$ cat config.mk
export PLATFORM = sky130hd
export DESIGN_NAME = rbb_cmd_queue
export DESIGN_NICKNAME = d
export VERILOG_FILES = /design/src/rbb_pkg.sv /design/src/rbb_cmd_queue.sv
export SDC_FILE = /design/constraint.sdc
export NUM_CORES = 1
export LEC_CHECK = 0
export ABC_AREA = 1
export BUFFER_PORTS_ARGS = -buffer_cell sky130_fd_sc_hd__buf_2
export CAP_MARGIN = 10
export CELL_PAD_IN_SITES_DETAIL_PLACEMENT = 0
export CELL_PAD_IN_SITES_GLOBAL_PLACEMENT = 1
export CORE_UTILIZATION = 30
export CTS_BUF_LIST = sky130_fd_sc_hd__clkbuf_2 sky130_fd_sc_hd__clkbuf_4 sky130_fd_sc_hd__clkbuf_8
export DETAILED_ROUTE_END_ITERATION = 12
export PLACE_DENSITY_LB_ADDON = 0.1
export REMOVE_ABC_BUFFERS = 1
export SYNTH_ARGS = -nofsm -noshare
export SYNTH_HDL_FRONTEND = slang
export SYNTH_SLANG_ARGS = --single-unit
$ cat constraint.sdc
create_clock -name clk_i -period 4.4 [get_ports clk_i]
set_input_delay 0.88 -clock clk_i [delete_from_list [all_inputs] [get_ports clk_i]]
set_output_delay 0.88 -clock clk_i [all_outputs]
set_load 0.01 [all_outputs]
$ cat src/rbb_pkg.sv
// Shared types, constants and helpers of the RGBA box blur unit.
// Used by rbb_front, rbb_cmd_queue, rbb_back and rgba_box_blur_unit.
package rbb_pkg;

  localparam int MAX_WIDTH  = 1024;
  localparam int MAX_HEIGHT = 1024;
  localparam int MAX_RADIUS = 3;
  localparam int STORE_ROWS = 2 * MAX_RADIUS + 1;

  localparam int RAD_W  = 2;
  localparam int DIM_W  = 11;
  localparam int COL_W  = $clog2(MAX_WIDTH);
  localparam int ROW_W  = $clog2(MAX_HEIGHT);
  localparam int SLOT_W = $clog2(STORE_ROWS);
  localparam int ADDR_W = SLOT_W + COL_W;
  localparam int CNT_W  = $clog2(MAX_WIDTH * MAX_HEIGHT) + 1;
  localparam int LAG_W  = $clog2(MAX_RADIUS * MAX_WIDTH + MAX_RADIUS + 1);
  localparam int SUM_W  = $clog2(STORE_ROWS * STORE_ROWS * 255 + 1);
  localparam int AREA_W = $clog2(STORE_ROWS * STORE_ROWS + 1);
  localparam int PIX_W  = 32;
  localparam int CH_W   = 8;
  localparam int QDEPTH = 4;
  localparam int QPTR_W = $clog2(QDEPTH);
  localparam int PADDR_W = 4;
  localparam int PDATA_W = 32;

  localparam logic [1:0] REG_RADIUS = 2'd0;
  localparam logic [1:0] REG_WIDTH  = 2'd1;
  localparam logic [1:0] REG_HEIGHT = 2'd2;

  localparam logic OP_PIXEL = 1'b0;
  localparam logic OP_DRAIN = 1'b1;

  localparam logic [RAD_W-1:0] RST_RADIUS = 2'd1;
  localparam logic [DIM_W-1:0] RST_WIDTH  = 11'd640;
  localparam logic [DIM_W-1:0] RST_HEIGHT = 11'd480;

  typedef struct packed {
    logic [RAD_W-1:0] radius;
    logic [DIM_W-1:0] width;
    logic [DIM_W-1:0] height;
  } cfg_t;

  typedef struct packed {
    logic              do_write;
    logic [ADDR_W-1:0] waddr;
    logic [PIX_W-1:0]  pixel;
    logic              do_emit;
    logic              interior;
    logic              frame_end;
    logic [RAD_W-1:0]  radius;
    logic [SLOT_W-1:0] base_slot;
    logic [COL_W-1:0]  col0;
  } cmd_t;

  typedef enum logic [2:0] {
    BK_IDLE,
    BK_READ,
    BK_WAIT,
    BK_DIV,
    BK_EMIT
  } bk_state_e;

  function automatic logic [AREA_W-1:0] win_area(input logic [RAD_W-1:0] r);
    logic [AREA_W-1:0] a;
    a = AREA_W'((2 * r + 1) * (2 * r + 1));
    return a;
  endfunction

endpackage

$ cat src/rbb_cmd_queue.sv
// Short command queue between front end and back end.
// Depends on rbb_pkg.
module rbb_cmd_queue (
  input  logic          clk_i,
  input  logic          rst_ni,
  input  logic          push_i,
  input  rbb_pkg::cmd_t data_i,
  input  logic          pop_i,
  output rbb_pkg::cmd_t data_o,
  output logic          full_o,
  output logic          empty_o
);
  import rbb_pkg::*;

  cmd_t              entry_q [QDEPTH];
  logic [QPTR_W-1:0] wptr_q, rptr_q;
  logic [QPTR_W:0]   count_q;

  assign full_o  = count_q == (QPTR_W+1)'(QDEPTH);
  assign empty_o = count_q == '0;
  assign data_o  = entry_q[rptr_q];

  always_ff @(posedge clk_i) begin
    if (push_i && !full_o) entry_q[wptr_q] <= data_i;
  end

  always_ff @(posedge clk_i or negedge rst_ni) begin
    if (!rst_ni) begin
      wptr_q  <= '0;
      rptr_q  <= '0;
      count_q <= '0;
    end else begin
      if (push_i && !full_o) wptr_q <= wptr_q + QPTR_W'(1);
      if (pop_i && !empty_o) rptr_q <= rptr_q + QPTR_W'(1);
      count_q <= count_q + (QPTR_W+1)'(push_i && !full_o) - (QPTR_W+1)'(pop_i && !empty_o);
    end
  end

endmodule

After elaboration in Yosys (flattened, before gate mapping)
Memory sizes are Yosys's and may differ from the RTL's.
Index checks and enable logic that the tools add are counted.
{"block": "word_totals", "regBits": 7, "mem_bits_rw": 256, "in_bits": 68, "out_inout_bits": 66, "wordCells": 16, "mem_count": 1}
{"name": "entry_q", "depth": 4, "width": 64, "read_ports": 1, "rd_ports_with_merged_regs": 0, "wr": 1, "line": "rbb_cmd_queue.sv:15", "rtl": "cmd_t entry_q [QDEPTH];"}
{"block": "classes", "add_sub_neg": 4, "n_eq_ne": 1, "n_mux": 2, "n_reduce_logical": 5}
{"operator": "adder 2 x 1 -> 2 bit, second input constant", "count": 2}
{"operator": "adder 3 x 1 -> 3 bit", "count": 1}
{"operator": "equality test 3 bit, second input constant", "count": 1}
{"operator": "zero test 3 bit", "count": 1}
{"operator": "subtractor 3 x 1 -> 3 bit", "count": 1}
{"operator": "logical AND 1 bit", "count": 2}
{"operator": "zero test 1 bit", "count": 2}
{"operator": "two-way mux 1 bit", "count": 2}

Logic depth before layout (Yosys ltp)
{"block": "logic_depth", "depth_word": 5, "mapped_depth": 10, "mapped_depth_nobuf": 10}

Worst setup path before layout
No wires, ideal clock.
{"block": "synth_timing", "path_type": "input -> register", "from": "in push_i", "to": "mem entry_q[0][0] in the netlist's numbering (enable)", "setup_time_ps": 487, "arrival_ps": 3705, "setup_slack_ps": 209, "cell_stages": 2, "n_path_buf": 0, "cell_sequence": "nand2_1 -> nor2_1"}
{"block": "synth_between", "elab_chain_cells": 3}
{"element": "start, declared", "line": "rbb_cmd_queue.sv:6", "rtl": "input logic push_i,"}
{"element": "logical AND 1 bit", "line": "rbb_cmd_queue.sv:24", "rtl": "if (push_i && !full_o) entry_q[wptr_q] <= data_i;"}
{"element": "two-way mux 1 bit", "line": "rbb_cmd_queue.sv:24"}
{"element": "two-way mux 1 bit (implied by the code)", "line": "rbb_cmd_queue.sv:24"}
{"element": "end, declared", "line": "rbb_cmd_queue.sv:15"}
Every way passes these cells.

==> out/metrics.csv <==
metric,value,unit
grt total ovfl,0,
post-layout min period,3.338,ns
Final Max Tran Viols,0,
Buffers & Inverters on Critical Path,3,
DRT Pass-1 Iters,4,
Final ANT Viol Nets,0,
Synth Cell Area,0.01046,sq mm
met1 wire length,11620,microns
Yosys warnings,0,
Max-cap violations,0,
TritonCTS clock tree,done,
num ports,134,
postcts setup bufs,0,
DP Area,0.01163,sq mm
pin count of the biggest net entering global routing,195,
Starting Density,30.34,%
Hold Fails Final Rpt,0,
register bit total from synthesis,263,
Post-CTS Resized,0,
Final Skew,0.01233,ns
via count,6400,
fraction of the mapped netlist area in simple logic gates,12.61,%
Worst slew margin,34.81,%
Post-Synth Adder-Cell Area,0.9095,%
first-pass GRT wire length,37380,microns
post-synthesis sequential area ratio,75.20,%
Critical-path top delay cell,buf_4,
TritonCTS Sinks,263,
critical path endpoint category,output port,
diode count,0,
Max Clk Rate,299.6,MHz
clk buf depth,3,
number of global-route vias before repair,6439,
register area,0.007866,sq mm
DRC,0,
Tcrit/Tclk final,75.87,%
nets,1096,
cell area after layout,0.01249,sq mm
Compound-Gate Fraction of Synth Area,6.127,%
H-tree Lvls,2,
DIE WIDTH,188.7,microns
CP Cell Sequence,inv_2 > buf_4 > o21ai_0 > nand2_1 > buf_2,
CP max FO,41,
IO buf count,133,
Yosys top cell by area,edfxtp_1,
post-DP HPWL,13390,microns
Area contributors post-synth,"edfxtp_1, nand2_1, nor2_1",
Netlist cell types,18,
initial antenna violation count,2,
cts hold-fix bufs,0,
Worst Max-Slew Pin Slew,0.9779,ns
Layout area overhead,19.46,%
worst hold path type,in2async,
"Top FF cell, synth",edfxtp_1,
WL met3,1161,microns
pwr dens,667.9,mW/mm^2
main combinational cell family by area after synthesis,simple AND/OR/NAND/NOR gates,
clk root buf,clkbuf_8,
clock-pin slew on the worst setup and hold paths,0.06,ns
Setup TNS,0,ns
mux contribution to synthesized area,0,%
"Clk Latency, worst-skew pair",0.54,ns
CP peak stage delay,0.55,ns
post-DR vias/cell,4.241,
kind of critical path,reg2out,
GRT Util Overall,13.65,%
RSZ-0062 raised after global routing,false,
final setup fails,0,
routed wl met2,10620,microns
Post-Synthesis Cells,869,
Num CTS Buffers,47,
status,"complete, no violations",
"Data arrival, critical path",2.46,ns
area fraction of the dominant cell type after synthesis,73.53,%
Post-synth EDFFs,256,
Final Power,0.008342,W
Peak VDD IR,456.4,uV
top-count cell post-synth,edfxtp_1,
"Avg Cell Area, Syn",12.03,sq um
FILL cells,3474,
leakage,5.001,nW
Die H,188.7,microns
die area,0.03560,sq mm
DR WL/cell,15.79,microns
initial drt markers,274,
worst path required time,3.52,ns
Synth Area in XOR/XNOR,0,%
"CP delay by family, top",buffers and inverters,
Commonest cells post-synth,"edfxtp_1, nand2_1, nor2_1",
final RePlAce weighted congestion,0.6664,
Post-Route WL,23820,microns
Multi-input gate area,0.002085,sq mm
top layer in use,met5,
layout cells sized above 1,20.78,%
ys async rst share,2.662,%
crit start category,register,
Cell Rows,68,
Core Box Area,0.03446,sq mm
-- state kept, by name (all words and copies together) (netlist names) --
signal / cells
count_q: 3
rptr_q: 2
entry_q: 256
wptr_q: 2
-- worst paths after layout --
path                       slack, ns  depth (start not counted)        from              to
setup reg to reg                1.99                          5  count_q[1]  entry_q[2][15]
hold / removal                  0.18                          1      rst_ni       wptr_q[0]
max in group asynchronous       4.01                          1      rst_ni       rptr_q[0]
setup / recovery                1.06                          5   rptr_q[0]      data_o[37]
min in group clk_i              0.52                          1  count_q[0]      count_q[0]
hold reg to reg                 0.52                          1  count_q[0]      count_q[0]
-- routing by layer --
layer  up-vias  GRT usage (%)
met1      2998          18.77
li1       3220              -
met2       134          21.27
met3        44          3.259
met4         4          4.249
met5         -              0
-- placed cells by master (no fill, tap or decap) --
cell / instances
buf_2: 133
o21ai_1: 39
dfrtp_4: 1
buf_4: 8
inv_4: 1
nand3b_1: 1
o21ai_0: 89
nand3_1: 4
dfrtp_1: 6
edfxtp_1: 256
fa_1: 1
buf_12: 4
nand2_1: 211
clkinv_1: 15
clkinv_2: 2
inv_1: 78
clkbuf_8: 49
inv_2: 1
clkbuf_4: 16
nor2_4: 4
ha_1: 6
nor2_1: 129
-- where the power goes --
group / leakage, nW / switching [W] / internal [W]
clock network: 0.457 / 0.000945 / 0.00115
logic: 2.12 / 0.00195 / 0.000890
registers: 2.43 / 0.000103 / 0.00330
total: 5.00 / 0.00300 / 0.00534
-- cell type report --
| class | instances | area share, % |
|---|---|---|
| tap | 455 | 4.558 |
| clock inverter | 17 | 0.5310 |
| sequential | 263 | 62.98 |
| clock buffer | 65 | 6.361 |
| multi-input combinational | 484 | 16.69 |
| timing repair buffer | 145 | 6.452 |
| inverter | 80 | 2.424 |
-- worst register-to-register path: stages, from the launching register on --
cell and delay [ns]:
dfrtp_1 0.36, nor2_1 0.07, nand2_1 0.19, nand2_1 0.34, nor2_4 0.74, buf_4 0.40
-- metrics by stage --
stage	instances	util [%]	worst slack, ns	hold WS [ns]
final	1509	36.25	1.062	0.1845
after floorplan	827	-	-1.164	0.4415
after detailed placement	1427	33.75	1.496	0.5156
after global placement	1427	33.75	1.513	0.5142
after global routing	1509	36.25	0.8022	0.1375
after CTS	1509	36.25	0.8965	0.1307
-- cell families after synthesis --
| family | count (synthesis) |
|---|---|
| adders and majority gates | 7 |
| buffers and inverters | 122 |
| and+or+nand+nor | 349 |
| AOI/OAI and AO/OA | 128 |
| DFF | 263 |
No activity file was read; power rests on OpenSTA's default activity.
