**src/rbb_pkg.sv**
```systemverilog
// Shared types, constants and helpers of the RGBA box blur unit.
// Used by rbb_front, rbb_cmd_queue, rbb_back and rgba_box_blur_unit.
package rbb_pkg;

  localparam int MAX_WIDTH  = 1024;
  localparam int MAX_HEIGHT = 1024;
  localparam int MAX_RADIUS = 3;
  localparam int STORE_ROWS = 2 * MAX_RADIUS + 1;

  localparam int RAD_W  = 2;
  localparam int DIM_W  = 11;
  localparam int COL_W  = $clog2(MAX_WIDTH);
  localparam int ROW_W  = $clog2(MAX_HEIGHT);
  localparam int SLOT_W = $clog2(STORE_ROWS);
  localparam int ADDR_W = SLOT_W + COL_W;
  localparam int CNT_W  = $clog2(MAX_WIDTH * MAX_HEIGHT) + 1;
  localparam int LAG_W  = $clog2(MAX_RADIUS * MAX_WIDTH + MAX_RADIUS + 1);
  localparam int SUM_W  = $clog2(STORE_ROWS * STORE_ROWS * 255 + 1);
  localparam int AREA_W = $clog2(STORE_ROWS * STORE_ROWS + 1);
  localparam int PIX_W  = 32;
  localparam int CH_W   = 8;
  localparam int QDEPTH = 4;
  localparam int QPTR_W = $clog2(QDEPTH);
  localparam int PADDR_W = 4;
  localparam int PDATA_W = 32;

  localparam logic [1:0] REG_RADIUS = 2'd0;
  localparam logic [1:0] REG_WIDTH  = 2'd1;
  localparam logic [1:0] REG_HEIGHT = 2'd2;

  localparam logic OP_PIXEL = 1'b0;
  localparam logic OP_DRAIN = 1'b1;

  localparam logic [RAD_W-1:0] RST_RADIUS = 2'd1;
  localparam logic [DIM_W-1:0] RST_WIDTH  = 11'd640;
  localparam logic [DIM_W-1:0] RST_HEIGHT = 11'd480;

  typedef struct packed {
    logic [RAD_W-1:0] radius;
    logic [DIM_W-1:0] width;
    logic [DIM_W-1:0] height;
  } cfg_t;

  typedef struct packed {
    logic              do_write;
    logic [ADDR_W-1:0] waddr;
    logic [PIX_W-1:0]  pixel;
    logic              do_emit;
    logic              interior;
    logic              frame_end;
    logic [RAD_W-1:0]  radius;
    logic [SLOT_W-1:0] base_slot;
    logic [COL_W-1:0]  col0;
  } cmd_t;

  typedef enum logic [2:0] {
    BK_IDLE,
    BK_READ,
    BK_WAIT,
    BK_DIV,
    BK_EMIT
  } bk_state_e;

  function automatic logic [AREA_W-1:0] win_area(input logic [RAD_W-1:0] r);
    logic [AREA_W-1:0] a;
    a = AREA_W'((2 * r + 1) * (2 * r + 1));
    return a;
  endfunction

endpackage

```
**src/rbb_front.sv**
```systemverilog
// Front end: accepts items, tracks frame positions and turns each item into
// a store write and/or an output command. Depends on rbb_pkg.
module rbb_front (
  input  logic               clk_i,
  input  logic               rst_ni,
  input  rbb_pkg::cfg_t      cfg_i,
  input  logic               restart_i,
  input  logic               in_valid_i,
  output logic               in_stall_o,
  input  logic               operation_i,
  input  logic [31:0]        pixel_i,
  input  logic               q_full_i,
  output logic               q_push_o,
  output rbb_pkg::cmd_t      q_data_o,
  output logic               at_start_o
);
  import rbb_pkg::*;

  logic [DIM_W-1:0]  w_eff, h_eff;
  logic [CNT_W-1:0]  frame_n, lag_full;
  logic [LAG_W-1:0]  lag;
  logic [COL_W-1:0]  col_q, ocol_q;
  logic [ROW_W-1:0]  orow_q;
  logic [SLOT_W-1:0] rslot_q, oslot_q;
  logic [CNT_W-1:0]  in_cnt_q, emitted_q;
  logic              accept, full_in, do_write, do_emit, last_out, interior;
  logic [CNT_W-1:0]  pend;
  logic [DIM_W-1:0]  oy_ext, ox_ext, r_ext;
  logic [SLOT_W:0]   base_tmp;

  // frame size and output lag follow the registers at once
  always_comb begin
    if (cfg_i.width == '0) w_eff = DIM_W'(1);
    else if (cfg_i.width > DIM_W'(MAX_WIDTH)) w_eff = DIM_W'(MAX_WIDTH);
    else w_eff = cfg_i.width;
    if (cfg_i.height == '0) h_eff = DIM_W'(1);
    else if (cfg_i.height > DIM_W'(MAX_HEIGHT)) h_eff = DIM_W'(MAX_HEIGHT);
    else h_eff = cfg_i.height;
    lag_full = CNT_W'(cfg_i.radius) * CNT_W'(w_eff) + CNT_W'(cfg_i.radius);
    lag      = lag_full[LAG_W-1:0];
    frame_n  = CNT_W'(w_eff) * CNT_W'(h_eff);
  end

  assign accept   = in_valid_i && !q_full_i;
  assign full_in  = in_cnt_q >= frame_n;
  assign do_write = (operation_i == OP_PIXEL) && !full_in;
  assign pend     = in_cnt_q + CNT_W'(1) - emitted_q;
  assign last_out = (emitted_q + CNT_W'(1)) == frame_n;

  always_comb begin
    if (operation_i == OP_PIXEL)
      do_emit = do_write && (emitted_q < frame_n) && (pend > CNT_W'(lag));
    else
      do_emit = full_in && (emitted_q < frame_n);
  end

  assign oy_ext   = DIM_W'(orow_q);
  assign ox_ext   = DIM_W'(ocol_q);
  assign r_ext    = DIM_W'(cfg_i.radius);
  assign interior = (oy_ext >= r_ext) && (oy_ext + r_ext < h_eff) &&
                    (ox_ext >= r_ext) && (ox_ext + r_ext < w_eff);
  assign base_tmp = {1'b0, oslot_q} + (SLOT_W+1)'(STORE_ROWS) - (SLOT_W+1)'(cfg_i.radius);

  always_comb begin
    q_data_o.do_write  = do_write;
    q_data_o.waddr     = {rslot_q, col_q};
    q_data_o.pixel     = pixel_i;
    q_data_o.do_emit   = do_emit;
    q_data_o.interior  = interior;
    q_data_o.frame_end = last_out;
    q_data_o.radius    = cfg_i.radius;
    q_data_o.base_slot = (base_tmp >= (SLOT_W+1)'(STORE_ROWS)) ?
                         SLOT_W'(base_tmp - (SLOT_W+1)'(STORE_ROWS)) : base_tmp[SLOT_W-1:0];
    q_data_o.col0      = ocol_q - COL_W'(cfg_i.radius);
  end

  assign q_push_o   = accept && (do_write || do_emit);
  assign in_stall_o = q_full_i;
  assign at_start_o = (in_cnt_q == '0) && (emitted_q == '0) && (col_q == '0) &&
                      (ocol_q == '0) && (orow_q == '0);

  always_ff @(posedge clk_i or negedge rst_ni) begin
    if (!rst_ni) begin
      col_q     <= '0;
      rslot_q   <= '0;
      in_cnt_q  <= '0;
      emitted_q <= '0;
      ocol_q    <= '0;
      orow_q    <= '0;
      oslot_q   <= '0;
    end else if (restart_i) begin
      col_q     <= '0;
      rslot_q   <= '0;
      in_cnt_q  <= '0;
      emitted_q <= '0;
      ocol_q    <= '0;
      orow_q    <= '0;
      oslot_q   <= '0;
    end else if (accept) begin
      if (do_write) begin
        in_cnt_q <= in_cnt_q + CNT_W'(1);
        if (DIM_W'(col_q) + DIM_W'(1) == w_eff) begin
          col_q   <= '0;
          rslot_q <= (rslot_q == SLOT_W'(STORE_ROWS - 1)) ? '0 : rslot_q + SLOT_W'(1);
        end else begin
          col_q <= col_q + COL_W'(1);
        end
      end
      if (do_emit) begin
        if (last_out) begin
          col_q     <= '0;
          rslot_q   <= '0;
          in_cnt_q  <= '0;
          emitted_q <= '0;
          ocol_q    <= '0;
          orow_q    <= '0;
          oslot_q   <= '0;
        end else begin
          emitted_q <= emitted_q + CNT_W'(1);
          if (DIM_W'(ocol_q) + DIM_W'(1) == w_eff) begin
            ocol_q  <= '0;
            orow_q  <= orow_q + ROW_W'(1);
            oslot_q <= (oslot_q == SLOT_W'(STORE_ROWS - 1)) ? '0 : oslot_q + SLOT_W'(1);
          end else begin
            ocol_q <= ocol_q + COL_W'(1);
          end
        end
      end
    end
  end

endmodule

```
**config.mk**
```make
export PLATFORM = sky130hd
export DESIGN_NAME = rbb_front
export DESIGN_NICKNAME = d
export VERILOG_FILES = /design/src/rbb_pkg.sv /design/src/rbb_front.sv
export SDC_FILE = /design/constraint.sdc
export NUM_CORES = 1
export LEC_CHECK = 0
export BUFFER_PORTS_ARGS = -buffer_cell sky130_fd_sc_hd__buf_2
export CAP_MARGIN = 20
export CORE_ASPECT_RATIO = 0.75
export CORE_MARGIN = 2
export CORE_UTILIZATION = 63
export CTS_CLUSTER_SIZE = 28
export DETAILED_ROUTE_END_ITERATION = 6
export GPL_TIMING_DRIVEN = 0
export HOLD_SLACK_MARGIN = 0.1
export MAX_ROUTING_LAYER = met4
export PLACE_DENSITY_LB_ADDON = 0.3
export SYNTH_ARGS = -nofsm -noshare
export SYNTH_HDL_FRONTEND = slang
export SYNTH_SLANG_ARGS = --single-unit
```
**constraint.sdc**
```tcl
create_clock -name clk_i -period 18.3 [get_ports clk_i]
set_clock_uncertainty 0.1 [all_clocks]
set_input_delay 1.83 -clock clk_i [delete_from_list [all_inputs] [get_ports clk_i]]
set_output_delay 1.83 -clock clk_i [all_outputs]
set_load 0.02 [all_outputs]
```
* Word-level counts from Yosys, hierarchy flattened
Index checks and enable logic that the tools add are counted.
** Word-level totals
- Register bits after elaboration :: 78
- Input port bits :: 62
- Word-level logic and storage cells :: 114
** Operators by class
- $add $sub $neg :: 17
- $mul :: 2
- Magnitude comparators :: 10
- Eq/ne operators :: 5
- Multiplexer cells :: 44
- Bitwise logic cells :: 1
- Reduce and logical (&&, ||, !) cells :: 28
** Operator list (number)
- 2-to-1 mux 21 bit :: 9
- 2-to-1 mux 10 bit :: 16
- 2-to-1 mux 11 bit :: 4
- adder 21 x 1 -> 21 bit, second input constant :: 2
- logical NOT 21 bit :: 2
- 2-to-1 mux 3 bit :: 14
- adder 10 x 1 -> 10 bit, second input constant :: 3
- logical NOT 10 bit :: 3
- adder 10 x 1 -> 11 bit, second input constant :: 2
- adder 10 x 2 -> 11 bit :: 2
- == test 11 bit :: 2
- > comparator 11 bit, second input constant :: 2
- logical NOT 11 bit :: 2
- < comparator 11 bit :: 2
- == test 21 bit :: 1
- greater-or-equal comparator 21 bit :: 1
- > comparator 21 x 12 -> 1 bit :: 1
- < comparator 21 bit :: 1
- multiplier 11 x 11 -> 21 bit :: 1
- subtractor 21 bit :: 1
- greater-or-equal comparator 10 x 2 -> 1 bit :: 2
- logical AND 1 bit :: 13
- adder 12 x 2 -> 12 bit :: 1
- multiplier 2 x 11 -> 12 bit :: 1
- 15 further kinds :: 19

* Logic depth before layout (Yosys ltp)
Gate-level depths: netlist of run 1.
- Word-level depth :: 13
- Mapped depth :: 37
- Mapped depth without buffers :: 35

* Least setup slack after synthesis of run 1
OpenSTA, ideal clock, no wires.
- Path type :: input -> output
- From :: input cfg_i[15] in the netlist's numbering
- To :: output q_data_o[17] in the netlist's numbering
- Arrival :: 9.545 ns
- Slack :: 6.825 ns
- Stages on the path :: 31
- Path buffers :: 2
- Cells stage by stage :: nor4_1 > nand3_1 > o21ai_0 > and2_1 > clkbuf_1 > nand2_1 > fa_1 > fa_1 > inv_1 > fa_1 > fa_1 > inv_1 > fa_1 > inv_1 > ha_1 > nand2_1 > o21ai_0 > o21ai_0 > o21ai_0 > xnor2_1 > ha_1 > nand2_1 > or3_1 > a211oi_1 > nor3_1 > maj3_1 > nor4_1 > a2111oi_0 > nor4_2 > nor2_1 > buf_4
** Between the ends
- Word-level cells in the longest chain between the ends :: 10
- Elaborated cells between the ends (all ways) :: 16
- Those cells by class :: 1 x add/sub; 2 x mul; 4 x order compare; 3 x mux; 6 x reduce/logical
** RTL lines
- from (decl) :: RTL line rbb_front.sv:6 : input rbb_pkg::cfg_t cfg_i,
- > comparator 11 bit :: RTL line rbb_front.sv:34 : else if (cfg_i.width > DIM_W'(MAX_WIDTH)) w_eff = DIM_W'(MAX_WIDTH);
- 2-to-1 mux 11 bit :: RTL line rbb_front.sv:34
- 2-to-1 mux 11 bit (*) :: RTL line rbb_front.sv:33 : if (cfg_i.width == '0) w_eff = DIM_W'(1);
- parallel branches: the longest is 6 deep, another holds > comparator 21 x 12 -> 1 bit
- 2-to-1 mux 1 bit (*) :: RTL line rbb_front.sv:51 : if (operation_i == OP_PIXEL)
- to (decl) :: RTL line rbb_front.sv:14 : output rbb_pkg::cmd_t q_data_o,
Every way passes the cells marked *.

* Final worst setup path of run 1
Same ends and word-level chain as after synthesis.

==> results.toml, run 1 <==
[sta]
tightest_slew_ns = 1.12
finalWorstSetupSlack_ns = 4.28
timing.slew.headroom_pct = 24.2
setup_tns_ns = 0
rsz0062_at_grt = "no"
finalMaxSlewViolations = 0
min_period_ns = 14.02
finalCritPeriodShare_pct = 76.6
fmax_ghz = 0.0713
setup_viol = 0
hold_viol = 0

[min_path]
min_delay_path_depth = 1
hold_end = "rslot_q[1]$_DFFE_PN0P_"
min_path_type = "register to register"
holdCritStartpoint = "rslot_q[1]$_DFFE_PN0P_"

[synth]
avgSynthCellArea_sq_um = 7.84
synth_seq_cells = 78
synth_xor_area_share_pct = 9.76
synth_top_family_by_area = "adder cells"
yosys_warnings = 0
synthCells = 1791
synth-edff-count = 0
synth_top_cell_area_share_pct = 16.1
synthMuxAreaShare_pct = 1.08
ys_seq_area_share_pct = 13.9
synth_largest_area_cell = "ha_1"
synthArstFlopShare_pct = 100
synth-main-ff-cell = "dfrtp_1"
synth.distinct_cells = 76
netlist_area_sq_mm = 0.0140
yosys.area_share.simple_pct = 21.5
synth-compound-area-share_pct = 16.3
synth_fa_ha_area_share_pct = 28.5
syn-num-nets = 2120
netlist_top_cells_area = "ha_1, dfrtp_1, fa_1"

[outcome]
violations = "DRC"
status = "finished with violations"

[placed_design]
placed_area_sq_mm = 0.0149
io_buffers = 95
gp_congestion = 1.00
dp_slack_ns = 4.60
dp_hpwl_um = 34900

[grt]
grt_max_degree = 44
use_met3_pct = 10.7
grt_pass1_wl_um = 67400
met2_usage_pct = 53.9
antenna_found_initial = 2
top_usage_layer = "met2"
grt_usage_pct = 37.6
grt_pass1_vias = 12700
grt_use_met1_pct = 51.6
grt-ovfl-total = 0

[power]
p_leak_nw = 7.39
ir_drop_uv = 49.3
p_per_area_mw_per_mm2 = 47.1

[layout]
final_common_cell = "nand2_1"
layout-drive-gt1-share_pct = 9.35
multi_input_area_sq_mm = 0.0108
postLayoutCellArea_sq_mm = 0.0152
fillCellCount = 1803
layout_common_cells = "nand2_1, ha_1, inv_1, nor2_1, xnor2_1"
area_growth_pct = 8.32
regArea_sq_mm = 0.00195
layout.nets = 2229

[worst_setup_path]
cpMaxStageDelayCell = "nor4_2"
cp.required_ns = 16.37
path_max_fanout = 9
cp-start-kind = "primary input"
cp_slowest_stage_delay_ns = 0.68
worstReg2RegStart = "in_cnt_q[0]$_DFFE_PN0P_"
criticalPathCategory = "primary input to output pin"
r2r_cells = 24
cp-end-kind = "output pin"
cp.arrival_ns = 12.09
r2r_slack_ns = 10.76
r2r-end = "emitted_q[9]$_DFFE_PN0P_"

[clock_tree]
cts.sinks = 78
cts_setup_buffers = 0
cts-root-buf = "clkbuf_16"
cts_tree = "built"
clk_latency_ns = 0.35
cts_resized = 0
htreeDepth = 3
max-clock-path-buffers = 2
numCtsBuffers = 9
hold_buffers = 0
clk_pin_slew_ns = 0.07

[floorplanning]
io_pins = 129
die_area_sq_mm = 0.0235
fp-row-count = 47
die_w_um = 176
core_area_sq_mm = 0.0220
start_util_pct = 63.8
die_h_um = 133

[drt]
routed_wl_um = 43000
post_drt_wl_per_cell_um = 19.6
drtIter0Drc = 1577
drc = 2
vias_per_cell = 6.29
ant_nets = 0
dr.pass1.iters = 7
vias = 13800

[flow_run]
cap_violations = 0
cell usage after synthesis (4+ instances only):
library cell and n:
a21oi_1 95, xnor2_1 99, or3_1 12, nor2_1 166, a2111oi_0 6, dfrtp_1 78, a31oi_1 15, nand2_1 186
nor3b_1 4, nand3_1 78, mux2_2 5, a22o_1 12, xnor3_1 6, o21ai_0 82, o31ai_1 13, a211oi_1 15
or4_1 7, mux2i_1 8, fa_1 86, o211ai_1 11, o21bai_1 15, a21o_1 27, nand4_1 25, o21a_1 12
buf_1 5, and3_1 23, xor2_1 42, nor4_1 26, nor3_1 32, buf_4 39, clkbuf_1 67, and2_1 15
o32ai_1 5, inv_1 167, o22ai_1 6, nand2b_1 18, nor2b_1 30, o41ai_1 4, or2_2 4, ha_1 181
clkinv_1 9, o311ai_0 5
metal layers:
layer | wire (um) | vias to the layer above
met4 | 1250 | 0
met1 | 17900 | 6571
met2 | 18400 | 815
li1 | - | 6336
met3 | 5440 | 112
met5 | 0 | -
flip-flops by register name, indices dropped and copies added, names as in the netlist:
| signal | flops |
|---|---|
| in_cnt_q | 21 |
| emitted_q | 21 |
| oslot_q | 3 |
| ocol_q | 10 |
| col_q | 10 |
| rslot_q | 3 |
| orow_q | 10 |
cells by family after synthesis:
group                    Yosys count
flip-flops                        78
AO/OA/AOI/OAI                    351
multiplexers                      14
XOR/XNOR                         147
adder cells (fa/ha/maj)          268
AND/OR/NAND/NOR                  639
buffers and inverters            294
where the power goes:
part / switching, W / total [W] / leakage (nW) / internal, W
clock network: 0.0000807 / 0.000176 / 0.135 / 0.0000953
registers: 0.00000229 / 0.000176 / 1.09 / 0.000174
logic: 0.000223 / 0.000365 / 6.17 / 0.000142
total: 0.000306 / 0.000717 / 7.39 / 0.000411
how the worst max path moves through the flow:
stage                          from  cells after the start      endpoint  slack [ns]
after floorplan           cfg_i[15]                     31  q_data_o[17]        6.83
after global placement    cfg_i[15]                     35  q_data_o[17]        4.83
after detailed placement  cfg_i[15]                     35  q_data_o[17]        4.60
after CTS                 cfg_i[15]                     35  q_data_o[17]        4.57
after global routing      cfg_i[15]                     35  q_data_o[17]        3.62
final                     cfg_i[15]                     35  q_data_o[17]        4.28
area by class of cell:
cell class	instances	share of cell area, %
clock buffers	10	1.57
plain buffers	115	3.88
inverters	179	4.42
well taps	294	2.42
diodes	2	0.0329
flip-flops and latches	78	12.8
repair buffers	98	3.43
multi-input cells	1419	71.2
clock inverters	5	0.230
through the flow:
step | util, % | power [W] | hold slack (ns) | std cells
final | 69.1 | 0.000717 | 0.455 | 2200
after global routing | 69.1 | 0.000760 | 0.492 | 2200
after CTS | 69.1 | 0.000710 | 0.459 | 2197
after detailed placement | 67.9 | 0.000535 | 0.443 | 2182
after global placement | 67.7 | 0.000523 | 0.441 | 2180
after floorplan | - | 0.000437 | 0.401 | 1791
worst max-delay path: cells and delay by family:
family                     cells  cell delay [ns]
xor gates and xnor gates       1             0.17
AOI/OAI and AO/OA              5             1.18
buffers and inverters          9             1.95
adders and majority gates      8             3.35
and+or+nand+nor               12             3.57
Note: power is estimated with default switching activity, not from simulation.
==> run 2, diff against run 1 <==
--- a/config.mk
+++ b/config.mk
@@ -9,7 +9,7 @@
 export CAP_MARGIN = 20
 export CORE_ASPECT_RATIO = 0.75
 export CORE_MARGIN = 2
-export CORE_UTILIZATION = 63
+export CORE_UTILIZATION = 57
 export CTS_CLUSTER_SIZE = 28
 export DETAILED_ROUTE_END_ITERATION = 6
 export GPL_TIMING_DRIVEN = 0
==> constraint.sdc (replaced) <==
create_clock -name clk_i -period 12.6 [get_ports clk_i]
set_clock_uncertainty 0.1 [all_clocks]
set_input_delay 1.26 -clock clk_i [delete_from_list [all_inputs] [get_ports clk_i]]
set_output_delay 1.26 -clock clk_i [all_outputs]
set_load 0.02 [all_outputs]
==> run 2 against run 1 <==
The flow now finishes without violations. Clock power up 53%. Core utilization down 5.8 points. Largest power group unchanged. Critical path depth down 1. Count of clock-buffer cells in the layout down 1. Sequential power up 45%. Combinational power up 46%. Sequential share of layout area about the same.
==> results.toml, run 2 (synthesis gave the netlist of run 1 again) <==
[placed_design]
gp_congestion = 0.978
dp_hpwl_um = 35500
place_inst = 2219
dp_slack_ns = 0.135
io_buffers = 95

[sta]
finalWorstSetupSlack_ns = 0.455
timing.slew.headroom_pct = 25.1
setup_tns_ns = 0
min_period_ns = 12.14
fmax_ghz = 0.0823
tightest_slew_ns = 1.11
hold_viol = 0
finalMaxSlewViolations = 0
rsz0062_at_grt = "no"
setup_viol = 0
finalCritPeriodShare_pct = 96.4

[clock_tree]
clk_latency_ns = 0.36
cts-root-buf = "clkbuf_16"
numCtsBuffers = 9
htreeDepth = 3
cts_tree = "built"
clk_pin_slew_ns = 0.07
hold_buffers = 0
cts.sinks = 78
max-clock-path-buffers = 2

[grt]
grt_max_degree = 61
antenna_found_initial = 0
grt_pass1_wl_um = 69900
grt-ovfl-total = 0
grt_usage_pct = 35.7
grt_pass1_vias = 12900

[layout]
fillCellCount = 2146
fin_util_pct = 63.3
top_regs = "emitted_q (21), in_cnt_q (21)"
fin_cells = 2235
layout.nets = 2228
layout-drive-gt1-share_pct = 9.61
area_growth_pct = 8.71
layout_common_cells = "nand2_1, ha_1, inv_1, nor2_1, xnor2_1"
final_common_cell = "nand2_1"
diodes = 0
multi_input_area_sq_mm = 0.0108
regArea_sq_mm = 0.00195

[worst_setup_path]
cp-end-kind = "output pin"
r2r_cells = 24
cp.required_ns = 11.24
path_max_fanout = 9
worstReg2RegStart = "in_cnt_q[0]$_DFFE_PN0P_"
cp.arrival_ns = 10.78
cp_slowest_stage_delay_ns = 0.71
cpMaxStageDelayCell = "nor4_2"
r2r_slack_ns = 4.96
r2r-end = "emitted_q[9]$_DFFE_PN0P_"
cp-start-kind = "primary input"
criticalPathCategory = "primary input to output pin"

[drt]
drc = 0
post_drt_wl_per_cell_um = 19.7
vias = 13600
vias_per_cell = 6.07
routed_wl_um = 44000
dr.pass1.iters = 7
ant_nets = 0
drtIter0Drc = 1441

[power]
p_leak_nw = 7.39
p_per_area_mw_per_mm2 = 69.2
ir_drop_uv = 57.4
p_total_w = 0.00106

[floorplanning]
core_area_sq_mm = 0.0241
start_util_pct = 58.3
io_pins = 129
die_area_sq_mm = 0.0259
die_w_um = 185
fp-row-count = 49
die_h_um = 140

[min_path]
min_path_type = "register to register"
holdCritStartpoint = "rslot_q[1]$_DFFE_PN0P_"
min_delay_path_depth = 1
hold_end = "rslot_q[1]$_DFFE_PN0P_"

[outcome]
status = "completed"

[flow_run]
cap_violations = 0
## run 2: cell types whose count changed in the layout (fill, tap and decap cells not counted), sizes merged
cell / previous run / this run
clkinv: 12 / 10
clkinvlp: 1 / 3
diode: 2 / 0
inv: 171 / 173
buf: 146 / 145
clkbuf: 77 / 76
## run 2: critical path, delay by kind of cell
kind / cells / cell delay (ns)
AOI/OAI and AO/OA: 6 / 1.63
adders and majority gates: 8 / 3.41
xor gates and xnor gates: 1 / 0.18
buffers and inverters: 8 / 1.10
and+or+nand+nor: 11 / 3.19
## run 2: worst max-delay path by stage
stage,cells past startpoint,slack [ns],to,from
final,34,0.46,q_data_o[17],cfg_i[15]
after global routing,34,0.04,q_data_o[17],cfg_i[15]
after CTS,35,0.06,q_data_o[17],cfg_i[15]
after detailed placement,35,0.14,q_data_o[17],cfg_i[15]
after global placement,35,0.24,q_data_o[17],cfg_i[15]
after floorplan,31,2.27,q_data_o[17],cfg_i[15]
## run 2: power breakdown
group / switching [W] / total [W] / internal, W
Combinational: 0.000327 / 0.000532 / 0.000205
Clock: 0.000132 / 0.000269 / 0.000137
Sequential: 0.00000320 / 0.000256 / 0.000252
Total: 0.000462 / 0.00106 / 0.000594
## run 2: stage by stage
step | hold slack [ns] | area, sq um
after floorplan | 0.401 | 14000
after global routing | 0.485 | 15300
after detailed placement | 0.449 | 15000
final | 0.450 | 15300
after CTS | 0.462 | 15300
after global placement | 0.437 | 14900
## run 2: per-layer routing
metal | wire [um] | track usage, % | up-vias
met5 | 0 | - | -
met4 | 982 | 8.73 | 0
met3 | 4410 | 7.88 | 68
met2 | 18900 | 51.9 | 654
met1 | 19700 | 50.5 | 6494
li1 | - | - | 6355
## run 2: final cells by class
type	count	area share, %
Buffer	114	3.85
Clock buffer	9	1.48
Clock inverter	7	0.377
Inverter	179	4.43
Multi-Input combinational cell	1419	70.9
Sequential cell	78	12.8
Tap cell	331	2.71
Timing Repair Buffer	98	3.42
## run 2: timing repair
item	CTS	global route
setup buffers	0	0
endpoints found under the setup margin	0	21
gates resized for setup	0	5
